$ cat config.mk
export PLATFORM = sky130hd
export DESIGN_NAME = irrigation_pump_sequencer_flat
export DESIGN_NICKNAME = d
export VERILOG_FILES = /design/src/sv/isp_pkg.sv /design/src/sv/isp_if.sv /design/src/sv/isp_cfg.sv /design/src/sv/isp_core.sv /design/src/sv/isp_out.sv /design/src/sv/irrigation_pump_sequencer.sv /design/src/flat_wrapper.sv
export SDC_FILE = /design/constraint.sdc
export NUM_CORES = 1
export LEC_CHECK = 0
export BUFFER_PORTS_ARGS = -buffer_cell sky130_fd_sc_hd__buf_4
export CORE_UTILIZATION = 50
export CTS_CLUSTER_DIAMETER = 80
export DETAILED_ROUTE_END_ITERATION = 10
export PLACE_DENSITY = 0.66
export SKIP_LAST_GASP = 1
export SLEW_MARGIN = 40
export SYNTH_ARGS = -nofsm -noshare
export SYNTH_HDL_FRONTEND = slang
export SYNTH_SLANG_ARGS = --single-unit
export TNS_END_PERCENT = 50
$ cat constraint.sdc
create_clock -name clk_i -period 9.7 [get_ports clk_i]
set_clock_uncertainty 0.05 [all_clocks]
set_input_delay 0.97 -clock clk_i [delete_from_list [all_inputs] [get_ports clk_i]]
set_output_delay 0.97 -clock clk_i [all_outputs]
set_load 0.02 [all_outputs]
$ cat src/sv/isp_pkg.sv
`timescale 1ns / 1ps
// Irrigation pump sequencer: shared types and constants.
// No dependencies; compiled first.
package isp_pkg;

  // Fixed field widths of the channels
  localparam int unsigned NOW_W   = 32;
  localparam int unsigned LVL_W   = 8;
  localparam int unsigned SEC_W   = 16;
  localparam int unsigned MS_W    = 26;  // 65535 s in ms fits in 26 bits
  localparam int unsigned CFG_W   = 16;
  localparam int unsigned CIDX_W  = 3;
  localparam int unsigned MAX_RES = 3;

  localparam logic [MS_W-1:0]  MS_PER_S      = MS_W'(1000);
  localparam logic [MS_W-1:0]  CHECK_MS      = MS_W'(200);
  localparam logic [CFG_W-1:0] VAL_PERIOD_RST = CFG_W'(1000);

  // Register indexes
  localparam logic [CIDX_W-1:0] REG_ENABLE     = 3'd0;
  localparam logic [CIDX_W-1:0] REG_MODE       = 3'd1;
  localparam logic [CIDX_W-1:0] REG_ON_TIME    = 3'd2;
  localparam logic [CIDX_W-1:0] REG_OFF_TIME   = 3'd3;
  localparam logic [CIDX_W-1:0] REG_SWING_TIME = 3'd4;
  localparam logic [CIDX_W-1:0] REG_FLOOD_TIME = 3'd5;
  localparam logic [CIDX_W-1:0] REG_MIN_LEVEL  = 3'd6;
  localparam logic [CIDX_W-1:0] REG_VAL_PERIOD = 3'd7;

  // Operating modes
  localparam logic [2:0] MODE_NORMAL = 3'd0;
  localparam logic [2:0] MODE_SWING  = 3'd1;
  localparam logic [2:0] MODE_DRIP   = 3'd2;
  localparam logic [2:0] MODE_MAINT  = 3'd3;
  localparam logic [2:0] MODE_DAM    = 3'd4;

  // Input word kinds
  localparam logic [1:0] FUNC_TICK    = 2'd0;
  localparam logic [1:0] FUNC_LOWER   = 2'd1;
  localparam logic [1:0] FUNC_UPPER   = 2'd2;
  localparam logic [1:0] FUNC_RESTART = 2'd3;

  typedef enum logic [2:0] {
    ACT_NONE      = 3'd0,
    ACT_PUMP_OFF  = 3'd1,
    ACT_PUMP_ON   = 3'd2,
    ACT_DAM_OPEN  = 3'd3,
    ACT_DAM_CLOSE = 3'd4
  } isp_act_e;

  typedef struct packed {
    logic [1:0]       func;
    logic [NOW_W-1:0] now_ms;
    logic [LVL_W-1:0] water_level;
    logic             pump_running;
    logic             float_high;
    logic             lower_present;
    logic             upper_present;
    logic             system_ready;
  } isp_in_t;

  typedef struct packed {
    isp_act_e action;
    logic     pump_not_operate;
    logic     tank_flood_late;
    logic     device_mismatch;
    logic     last;
  } isp_out_t;

  typedef struct packed {
    logic pno;
    logic late;
    logic dm;
  } isp_flags_t;

  // Register file contents, durations already scaled to ms
  typedef struct packed {
    logic             enable;
    logic [2:0]       mode;
    logic [MS_W-1:0]  on_ms;
    logic [MS_W-1:0]  off_ms;
    logic [MS_W-1:0]  swing_ms;
    logic [MS_W-1:0]  flood_ms;
    logic [LVL_W-1:0] min_level;
    logic [CFG_W-1:0] val_period;
  } isp_cfg_t;

  // Up to three commands of one item, with the flags after the item
  typedef struct packed {
    logic [MAX_RES-1:0][2:0] acts;
    logic [1:0]              cnt;
    isp_flags_t              flags;
  } isp_bundle_t;

endpackage

$ cat src/sv/isp_if.sv
`timescale 1ns / 1ps
// Valid/ready channel interfaces for input and result words.
// Depends on isp_pkg.
interface isp_in_if;
  logic            valid;
  logic            ready;
  isp_pkg::isp_in_t data;
  modport source (output valid, output data, input ready);
  modport sink   (input valid, input data, output ready);
endinterface

interface isp_out_if;
  logic              valid;
  logic              ready;
  isp_pkg::isp_out_t data;
  modport source (output valid, output data, input ready);
  modport sink   (input valid, input data, output ready);
endinterface

$ cat src/sv/isp_cfg.sv
`timescale 1ns / 1ps
// Configuration register file; second values are scaled to ms on write.
// Depends on isp_pkg.
module isp_cfg (
  input  logic                       clk_i,
  input  logic                       rst_ni,
  input  logic                       cfg_we_i,
  input  logic [isp_pkg::CIDX_W-1:0] cfg_idx_i,
  input  logic [isp_pkg::CFG_W-1:0]  cfg_wdata_i,
  output isp_pkg::isp_cfg_t          cfg_o
);
  import isp_pkg::*;

  isp_cfg_t        cfg_q;
  logic [MS_W-1:0] wdata_ms;

  assign wdata_ms = MS_W'(cfg_wdata_i) * MS_PER_S;

  always_ff @(posedge clk_i or negedge rst_ni) begin
    if (!rst_ni) begin
      cfg_q            <= '0;
      cfg_q.val_period <= VAL_PERIOD_RST;
    end else if (cfg_we_i) begin
      case (cfg_idx_i)
        REG_ENABLE:     cfg_q.enable     <= cfg_wdata_i[0];
        REG_MODE:       cfg_q.mode       <= cfg_wdata_i[2:0];
        REG_ON_TIME:    cfg_q.on_ms      <= wdata_ms;
        REG_OFF_TIME:   cfg_q.off_ms     <= wdata_ms;
        REG_SWING_TIME: cfg_q.swing_ms   <= wdata_ms;
        REG_FLOOD_TIME: cfg_q.flood_ms   <= wdata_ms;
        REG_MIN_LEVEL:  cfg_q.min_level  <= cfg_wdata_i[LVL_W-1:0];
        REG_VAL_PERIOD: cfg_q.val_period <= cfg_wdata_i;
        default:        cfg_q            <= cfg_q;
      endcase
    end
  end

  assign cfg_o = cfg_q;

endmodule

$ cat src/sv/isp_core.sv
`timescale 1ns / 1ps
// Input register, sequencer state and the per-word decision logic.
// Depends on isp_pkg and isp_if.
module isp_core #(
  parameter int unsigned TIME_BITS  = 32,
  parameter int unsigned LEVEL_BITS = 8
) (
  input  logic                 clk_i,
  input  logic                 rst_ni,
  isp_in_if.sink               in_i,
  input  isp_pkg::isp_cfg_t    cfg_i,
  input  logic                 free_i,   // result stage can take a bundle
  output logic                 push_o,
  output isp_pkg::isp_bundle_t bundle_o
);
  import isp_pkg::*;

  localparam int unsigned TW = (TIME_BITS < NOW_W) ? TIME_BITS : NOW_W;
  localparam int unsigned LW = (LEVEL_BITS < LVL_W) ? LEVEL_BITS : LVL_W;
  localparam int unsigned SW = ((TW > MS_W) ? TW : MS_W) + 1;

  // input register
  logic    in_vld_q;
  isp_in_t in_q;
  logic    fire;

  assign fire       = in_vld_q & free_i;
  assign in_i.ready = ~in_vld_q | fire;

  always_ff @(posedge clk_i or negedge rst_ni) begin
    if (!rst_ni) begin
      in_vld_q <= 1'b0;
    end else if (in_i.ready) begin
      in_vld_q <= in_i.valid;
    end
  end

  always_ff @(posedge clk_i) begin
    if (in_i.valid && in_i.ready) begin
      in_q <= in_i.data;
    end
  end

  // sequencer state
  logic          irr_q, irr_d;
  logic          des_q, des_d;
  logic          act_q, act_d;
  logic [LW-1:0] lvl_q, lvl_d;
  logic          flt_q, flt_d;
  logic          swon_q, swon_d;
  logic          arm_q, arm_d;
  logic [TW-1:0] phase_q, phase_d;
  logic [TW-1:0] swst_q, swst_d;
  logic [SW-1:0] dline_q, dline_d;
  logic [TW-1:0] chk_q, chk_d;
  logic [TW-1:0] val_q, val_d;
  isp_flags_t    flg_q, flg_d;

  logic [TW-1:0]           now_t;
  logic [SW-1:0]           now_w;
  logic                    permit;
  logic                    run_timed, is_dam, is_swing;
  logic [MAX_RES-1:0][2:0] act_v;
  logic [1:0]              n_v;

  assign now_t     = in_q.now_ms[TW-1:0];
  assign now_w     = SW'(now_t);
  assign permit    = LVL_W'(lvl_q) > cfg_i.min_level;
  assign is_dam    = cfg_i.mode == MODE_DAM;
  assign is_swing  = cfg_i.mode == MODE_SWING;
  assign run_timed = (cfg_i.mode == MODE_NORMAL) || (cfg_i.mode == MODE_DRIP) ||
                     is_swing || is_dam;

  always_comb begin
    irr_d   = irr_q;
    des_d   = des_q;
    act_d   = act_q;
    lvl_d   = lvl_q;
    flt_d   = flt_q;
    swon_d  = swon_q;
    arm_d   = arm_q;
    phase_d = phase_q;
    swst_d  = swst_q;
    dline_d = dline_q;
    chk_d   = chk_q;
    val_d   = val_q;
    flg_d   = flg_q;
    act_v   = '0;
    n_v     = 2'd0;

    case (in_q.func)
      FUNC_TICK: begin
        if (cfg_i.enable && in_q.lower_present) begin
          // timed drainage / irrigation phases
          if (run_timed) begin
            if (irr_q) begin
              if (now_w > SW'(phase_q) + SW'(cfg_i.on_ms)) begin
                phase_d = now_t;
                if (is_dam) begin
                  act_v[n_v] = ACT_DAM_OPEN;
                  n_v        = n_v + 2'd1;
                end
                des_d      = 1'b0;
                act_v[n_v] = ACT_PUMP_OFF;
                n_v        = n_v + 2'd1;
                irr_d      = 1'b0;
              end else if (is_dam) begin
                if (flt_q) begin
                  des_d         = 1'b0;
                  act_v[0]      = ACT_PUMP_OFF;
                  act_v[1]      = ACT_DAM_CLOSE;
                  n_v           = 2'd2;
                end else if (now_w > dline_q) begin
                  des_d         = 1'b0;
                  act_v[0]      = ACT_PUMP_OFF;
                  act_v[1]      = ACT_DAM_OPEN;
                  n_v           = 2'd2;
                end
              end
            end else if (now_w > SW'(phase_q) + SW'(cfg_i.off_ms)) begin
              phase_d = now_t;
              if (is_dam) begin
                dline_d = now_w + SW'(cfg_i.flood_ms);
              end
              if (permit) begin
                des_d       = 1'b1;
                act_v[0]    = ACT_PUMP_ON;
                n_v         = 2'd1;
                irr_d       = 1'b1;
                flg_d.pno   = 1'b0;
                if (is_swing) begin
                  dline_d = now_w + SW'(cfg_i.flood_ms);
                  arm_d   = 1'b1;
                end
              end else begin
                flg_d.pno = 1'b1;
              end
            end
          end

          // swing refill, fill timing and upper unit presence
          if (is_swing && (now_w > SW'(chk_q) + SW'(CHECK_MS))) begin
            chk_d = now_t;
            if (in_q.system_ready && !in_q.upper_present) begin
              flg_d.dm = 1'b1;
              if (des_d) begin
                des_d      = 1'b0;
                act_v[n_v] = ACT_PUMP_OFF;
                n_v        = n_v + 2'd1;
              end
            end else if (irr_d) begin
              if (!swon_q && (now_w > SW'(swst_q) + SW'(cfg_i.swing_ms))) begin
                des_d      = 1'b1;
                act_v[n_v] = ACT_PUMP_ON;
                n_v        = n_v + 2'd1;
                swon_d     = 1'b1;
              end else if (swon_q && flt_q) begin
                des_d      = 1'b0;
                act_v[n_v] = ACT_PUMP_OFF;
                n_v        = n_v + 2'd1;
                swon_d     = 1'b0;
                swst_d     = now_t;
                if (arm_d && (now_w > dline_d)) begin
                  flg_d.late = 1'b1;
                end else begin
                  flg_d.late = 1'b0;
                  arm_d      = 1'b0;
                end
              end else if (swon_q && !permit) begin
                des_d      = 1'b0;
                act_v[n_v] = ACT_PUMP_OFF;
                n_v        = n_v + 2'd1;
                swon_d     = 1'b0;
                flg_d.pno  = 1'b1;
              end
            end
          end

          // pump command validator
          if ((cfg_i.mode != MODE_MAINT) &&
              (now_w > SW'(val_q) + SW'(cfg_i.val_period))) begin
            val_d = now_t;
            if (act_q != des_d) begin
              act_v[n_v] = des_d ? ACT_PUMP_ON : ACT_PUMP_OFF;
              n_v        = n_v + 2'd1;
            end
          end
        end else if (des_q) begin
          des_d    = 1'b0;
          act_v[0] = ACT_PUMP_OFF;
          act_v[1] = ACT_DAM_OPEN;
          n_v      = 2'd2;
        end
      end
      FUNC_LOWER: begin
        lvl_d = in_q.water_level[LW-1:0];
        act_d = in_q.pump_running;
      end
      FUNC_UPPER: begin
        flt_d = in_q.float_high;
      end
      FUNC_RESTART: begin
        phase_d  = now_t;
        swst_d   = now_t;
        dline_d  = '0;
        irr_d    = 1'b0;
        des_d    = 1'b0;
        act_v[0] = ACT_PUMP_OFF;
        act_v[1] = ACT_DAM_OPEN;
        n_v      = 2'd2;
      end
      default: begin
        flg_d = flg_q;
      end
    endcase

    // an item without commands still yields one word
    if (n_v == 2'd0) begin
      n_v = 2'd1;
    end
  end

  always_ff @(posedge clk_i or negedge rst_ni) begin
    if (!rst_ni) begin
      irr_q   <= 1'b0;
      des_q   <= 1'b0;
      act_q   <= 1'b0;
      lvl_q   <= '0;
      flt_q   <= 1'b0;
      swon_q  <= 1'b0;
      arm_q   <= 1'b0;
      phase_q <= '0;
      swst_q  <= '0;
      dline_q <= '0;
      chk_q   <= '0;
      val_q   <= '0;
      flg_q   <= '0;
    end else if (fire) begin
      irr_q   <= irr_d;
      des_q   <= des_d;
      act_q   <= act_d;
      lvl_q   <= lvl_d;
      flt_q   <= flt_d;
      swon_q  <= swon_d;
      arm_q   <= arm_d;
      phase_q <= phase_d;
      swst_q  <= swst_d;
      dline_q <= dline_d;
      chk_q   <= chk_d;
      val_q   <= val_d;
      flg_q   <= flg_d;
    end
  end

  assign push_o         = fire;
  assign bundle_o.acts  = act_v;
  assign bundle_o.cnt   = n_v;
  assign bundle_o.flags = flg_d;

endmodule

$ cat src/sv/isp_out.sv
`timescale 1ns / 1ps
// Result register: holds one item's command bundle and sends it a word a cycle while out ready is high.
// Depends on isp_pkg and isp_if.
module isp_out (
  input  logic                 clk_i,
  input  logic                 rst_ni,
  input  logic                 push_i,
  input  isp_pkg::isp_bundle_t bundle_i,
  output logic                 free_o,
  isp_out_if.source            out_o
);
  import isp_pkg::*;

  logic        vld_q;
  logic [1:0]  idx_q;
  isp_bundle_t bnd_q;
  logic        is_last;

  assign is_last = idx_q == (bnd_q.cnt - 2'd1);
  assign free_o  = ~vld_q | (out_o.ready & is_last);

  always_ff @(posedge clk_i or negedge rst_ni) begin
    if (!rst_ni) begin
      vld_q <= 1'b0;
      idx_q <= 2'd0;
    end else if (push_i) begin
      vld_q <= 1'b1;
      idx_q <= 2'd0;
    end else if (vld_q && out_o.ready) begin
      if (is_last) begin
        vld_q <= 1'b0;
      end else begin
        idx_q <= idx_q + 2'd1;
      end
    end
  end

  always_ff @(posedge clk_i) begin
    if (push_i) begin
      bnd_q <= bundle_i;
    end
  end

  assign out_o.valid                 = vld_q;
  assign out_o.data.action           = isp_act_e'(bnd_q.acts[idx_q]);
  assign out_o.data.pump_not_operate = bnd_q.flags.pno;
  assign out_o.data.tank_flood_late  = bnd_q.flags.late;
  assign out_o.data.device_mismatch  = bnd_q.flags.dm;
  assign out_o.data.last             = is_last;

endmodule

$ cat src/sv/irrigation_pump_sequencer.sv
`timescale 1ns / 1ps
// Irrigation pump and dam sequencer, top level.
// Depends on isp_pkg, isp_if, isp_cfg, isp_core and isp_out.
//
// Each input word (time tick, lower sensor update, upper sensor update or
// restart) is registered, then decided against the sequencer state: timed
// drainage/irrigation phases, swing refill and fill timing, dam control and
// the pump command validator. The decision yields one to three command words
// (pump off, pump on, open dam, close dam, or none), each carrying the status
// flags as they stand after the whole input word, with last set on the final
// one, and is loaded into the result register. The single result port sends
// one word per cycle while out ready is high, so an input word with more than
// one result holds the result register until its last word is taken; with no
// output stall the rate is one input word per cycle for single-result words.
// While results drain, the input register takes one further word and then
// holds ready low until the result register frees. Durations are programmed
// in seconds and scaled to ms on the register write; time sums are formed one
// bit wider than the wider of timestamps and ms durations, so they never wrap.
// Program registers only while the block is idle.
module irrigation_pump_sequencer #(
  parameter int unsigned TIME_BITS  = 32,  // 24..64, time values kept to this width, at most 32 bits
  parameter int unsigned LEVEL_BITS = 8    // 4..16, water level kept to this width, at most 8 bits
) (
  input  logic                       clk_i,
  input  logic                       rst_ni,
  input  logic                       cfg_we_i,
  input  logic [isp_pkg::CIDX_W-1:0] cfg_idx_i,
  input  logic [isp_pkg::CFG_W-1:0]  cfg_wdata_i,
  isp_in_if.sink                     in_i,
  isp_out_if.source                  out_o
);
  import isp_pkg::*;

  isp_cfg_t    cfg;
  logic        free;
  logic        push;
  isp_bundle_t bundle;

  // register file
  isp_cfg u_cfg (
    .clk_i       (clk_i),
    .rst_ni      (rst_ni),
    .cfg_we_i    (cfg_we_i),
    .cfg_idx_i   (cfg_idx_i),
    .cfg_wdata_i (cfg_wdata_i),
    .cfg_o       (cfg)
  );

  // input register and decision logic
  isp_core #(
    .TIME_BITS  (TIME_BITS),
    .LEVEL_BITS (LEVEL_BITS)
  ) u_core (
    .clk_i    (clk_i),
    .rst_ni   (rst_ni),
    .in_i     (in_i),
    .cfg_i    (cfg),
    .free_i   (free),
    .push_o   (push),
    .bundle_o (bundle)
  );

  // result register and word sequencing
  isp_out u_out (
    .clk_i    (clk_i),
    .rst_ni   (rst_ni),
    .push_i   (push),
    .bundle_i (bundle),
    .free_o   (free),
    .out_o    (out_o)
  );

endmodule
$ cat src/flat_wrapper.sv
// flat-port wrapper written by rule: the top's interface ports become plain ports
module irrigation_pump_sequencer_flat import isp_pkg::*;
#(
  parameter int unsigned TIME_BITS  = 32,                                                            
  parameter int unsigned LEVEL_BITS = 8                                                            
)
  (clk_i, rst_ni, cfg_we_i, cfg_idx_i, cfg_wdata_i, in_i_valid, in_i_data, in_i_ready, out_o_valid, out_o_data, out_o_ready);
  isp_in_if in_i_i ();
  isp_out_if out_o_i ();
  input  logic clk_i;
  input  logic rst_ni;
  input  logic cfg_we_i;
  input  logic [isp_pkg::CIDX_W-1:0] cfg_idx_i;
  input  logic [isp_pkg::CFG_W-1:0] cfg_wdata_i;
  input wire logic [$bits(in_i_i.valid)-1:0] in_i_valid;
  input wire logic [$bits(in_i_i.data)-1:0] in_i_data;
  output wire logic [$bits(in_i_i.ready)-1:0] in_i_ready;
  output wire logic [$bits(out_o_i.valid)-1:0] out_o_valid;
  output wire logic [$bits(out_o_i.data)-1:0] out_o_data;
  input wire logic [$bits(out_o_i.ready)-1:0] out_o_ready;
  assign in_i_i.valid = in_i_valid;
  assign in_i_i.data = in_i_data;
  assign in_i_ready = in_i_i.ready;
  assign out_o_valid = out_o_i.valid;
  assign out_o_data = out_o_i.data;
  assign out_o_i.ready = out_o_ready;
  irrigation_pump_sequencer #(.TIME_BITS(TIME_BITS), .LEVEL_BITS(LEVEL_BITS)) u_core (.clk_i(clk_i), .rst_ni(rst_ni), .cfg_we_i(cfg_we_i), .cfg_idx_i(cfg_idx_i), .cfg_wdata_i(cfg_wdata_i), .in_i(in_i_i), .out_o(out_o_i));
endmodule
==> summary by stage <==
Outcome
The run finished with clean final reports.

Route
The initial DRC count is ~1800. The pre-antenna-repair detailed-routing pass consisted of 5 iterations. The via count is roughly 22000. In this run the remaining antenna-violating nets after routing total 0. In the final routed layout, each cell accounts on average for 21.8 microns. The detailed-route DRC error count is 0.

The overall routed net length is 78.3 mm. In the routed layout, each cell is associated on average with a via count of 6.02.

Timing
The period utilization is 84.5%. The headroom to the max-slew limit is 45.8%. At the pin with the least slew margin, the transition time is between 0.8 and 0.9 ns.

Setup slack on the critical path of the routed design comes to roughly 1.5 ns. The final-layout worst hold slack is 0.254 ns. For the finished layout, the period the worst path requires is slightly above 8 ns. Static timing analysis puts the maximum clock frequency at between 100 and 150 MHz. The max-slew violation count is 0. Setup repair after global routing left no endpoint under its margin. Adding up every negative setup slack in the final design gives 0 ns. The final-report hold violation count is 0.

The number of endpoints failing setup at the final stage is 0.

Clocking
Post-CTS repair changed the size of 0 cells. The maximum count of clock buffers along a single path is 3. Clock tree synthesis selected as its root buffer the cell clkbuf_16. The clock insertion delay at the later pin of the skew report is a little under 0.6 ns. Post-CTS timing repair inserted 0 buffers for setup.

CTS saw approximately 360 sinks. For this design, the CTS-stage hold fixing added 0 buffers. The deepest level of the CTS H-tree is 2. The TritonCTS buffer count is 45.

TritonCTS built the clock tree. Clock-pin slew was measured on the worst setup and hold paths at ~0.060 ns.

Floorplanning
The I/O pin count is 80. The die is between 200 and 250 microns wide. After floorplanning, the core was sized to cover between 50000 and 60000 sq um. The initial utilization of the core area, before any placement, comes to about half. The height of the die is between 200 and 250 microns. The placement row count is 85. The floorplan die area is 56200 sq um.

Worst setup path
The nature of the critical path startpoint is a register. STA puts the critical path data required time at around 10 ns. STA classifies the critical path endpoint as a register.

The end point of the critical path is u_core.u_out.out_o.data[2]. The beginning of the critical path is u_core.u_core.phase_q[3]. The critical setup path kind is reg2reg. The worst register-to-register path has a setup slack of around 1.5 ns. For the worst flop-to-flop path, the logic depth is 37. In this run the worst path has a maximum fanout of 23. For this run, the slowest stage of the critical path takes around 0.5 ns. STA puts the critical path data arrival time at ~8.5 ns. The startpoint identified for the worst register-to-register timing path is u_core.u_core.phase_q[3]. The cell type with the highest occurrence count on the critical path is a21oi_1. The critical-path cell with the highest stage delay is a22oi_1. The end of the worst register-to-register path is u_core.u_out.out_o.data[2].

Synth
The number of storage elements in the synthesis netlist is about 360. The count of synthesis-stage warnings from yosys is 0. In this run the biggest area consumer among cell types represents between 20% and 30% of the synthesized area. The number of different library cells used by synthesis comes to 97. Summed over all instances, the cell type with the most area after synthesis is dfrtp_1. The fraction of the yosys area taken by sequential cells is roughly a third. The primary flip-flop cell chosen by synthesis mapping is dfrtp_1. The post-synthesis area per instance is around 10 sq um.

The number of cells produced by synthesis is around 2700. The number of enable-type register cells in the synthesized netlist is between 50 and 60. The synthesized net count is roughly 3300.

After synthesis, the share of flip-flops with an asynchronous set or reset is between 80% and 90%. Yosys attributes the largest share of cell area to dfrtp_1, ha_1, edfxtp_1. The cell area that synthesis handed to floorplanning was 27600 sq um.

Global route
Entering global routing, the biggest net connects about 80 pins. The via count of the first global-routing pass is roughly 22000. The initial antenna violation count is 5.

In the global route stage, overall resource usage came out at 28.6%. After global routing the overflow that remains totals 0. The first-pass GRT wire length is 124 mm.

Placed design
The final weighted congestion in routability-driven placement is 0.928. Before CTS, the worst setup slack after placement is ~1.5 ns. Buffers placed on the I/O ports in this run total 79. After legalization and detailed placement, the total HPWL measured 57.9 mm. The placed instance area is between 20000 and 30000 sq um. The cell count after placement is ~3500.

Cells and area
The layout cell share with drive strength beyond 1 is about 15%. The fill cell instance count of the final layout is between 4000 and 5000. At the end of the flow, the number of nets in the layout was 3390. The area growth from synthesis to layout is 12.2%. The finished cells cover approximately 31000 sq um. The finished layout holds ~3600 standard cells, fillers aside.

Pwr
In this run the static leakage power is approximately 14 nW. The worst-case IR drop observed on VDD is around 0.34 mV. The cell area power density is around 360 nW/um^2.

Flow run
Across the run, the number of max-cap violations was 0.

Hold path
The worst hold path belongs to the class in2async.
[worst min-delay path by stage]
| stage | cells past startpoint | slack [ns] | end | start |
|---|---|---|---|---|
| finish | 1 | 0.25 | u_core.u_core.chk_q[29] | rst_ni |
| global route | 1 | 0.29 | u_core.u_core.chk_q[29] | rst_ni |
| CTS | 1 | 0.27 | u_core.u_core.chk_q[16] | rst_ni |
| detailed placement | 1 | 0.41 | u_core.u_core.flg_q[0] | u_core.u_core.flg_q[0] |
| global placement | 1 | 0.40 | u_core.u_core.flg_q[0] | u_core.u_core.flg_q[0] |
| floorplan | 1 | 0.38 | u_core.u_core.flg_q[0] | u_core.u_core.flg_q[0] |
[metal layers]
layer / up-vias / wire (microns) / track usage [%]
li1: 10260 / - / -
met1: 10666 / 35900 / 39.7
met2: 584 / 35500 / 45.8
met3: 123 / 4270 / 4.06
met4: 0 / 2620 / 9.62
met5: - / 0 / 0
[layout by cell type (no fill, tap or decap), drive strengths merged, types with 67 or more instances in the layout]
cell	synthesis	final
nand2	231	231
dfrtp	296	296
a21oi	204	204
a21o	67	67
mux2	177	177
ha	401	401
buf	18	128
xnor2	90	90
xor2	86	86
nor2	127	127
inv	138	141
o21ai	189	189
[cells by family after synthesis]
kind of cell	share of synthesized area [%]
AND/OR/NAND/NOR	12.3
AO/OA/AOI/OAI	15.8
adder cells (fa/ha/maj)	22.4
flip-flops	33.8
buffers and inverters	2.72
multiplexers	7.39
XOR/XNOR	5.64
[registers in the layout (all words and copies together), names as in the netlist, 2 cells and up]
name,cells
u_core.u_out.idx_q,2
u_core.u_out.bnd_q,9
u_core.u_core.lvl_q,8
u_core.u_core.dline_q,33
u_core.u_core.now_t,32
u_core.u_core.phase_q,32
u_core.u_core.chk_q,32
u_core.u_cfg.cfg_o,120
u_core.u_core.val_q,32
u_core.u_out.out_o.data,3
u_core.u_core.swst_q,32
u_core.u_core.flg_q,3
u_core.u_core.in_q,15
[synth_stat cells (31+ instances only)]
cell / instances
a21o_1: 67
a21oi_1: 200
dfrtp_1: 296
edfxtp_1: 59
fa_1: 59
ha_1: 401
inv_1: 138
mux2_2: 150
nand2_1: 231
nand2b_1: 31
nand3_1: 60
nand4_1: 64
nor2_1: 126
nor3_1: 39
o21ai_0: 183
xnor2_1: 90
xor2_1: 85
[layout make-up]
class | count | area, sq um | area share, %
antenna | 1 | 2.50 | 0.00807
clock buffer | 57 | 1230 | 3.98
clock inverter | 27 | 352 | 1.13
inverter | 138 | 518 | 1.67
multi-input combinational | 2185 | 17700 | 57.1
sequential | 361 | 9340 | 30.1
tap | 696 | 871 | 2.81
timing repair buffer | 128 | 1000 | 3.22
[stage by stage]
step | total power, W | util (%)
after floorplan | 0.00701 | -
after global placement | 0.00888 | 54.0
after detailed placement | 0.00917 | 54.3
after CTS | 0.0110 | 57.2
after global routing | 0.0120 | 57.2
final | 0.0111 | 57.2
[critical path: cells and delay by family, from the launching register on]
kind,cells,cell delay [ns]
simple gates,10,1.61
xor+xnor,1,0.07
compound gates,21,4.23
flops,1,0.40
buf+inv,1,0.27
fa+ha+maj,4,1.29
[power breakdown]
group / total, W / internal, W / switching, W
Clock: 0.00181 / 0.00112 / 0.000696
Combinational: 0.00681 / 0.00269 / 0.00412
Sequential: 0.00245 / 0.00206 / 0.000389
Total: 0.0111 / 0.00587 / 0.00520
No activity file was read; power rests on OpenSTA's default activity.
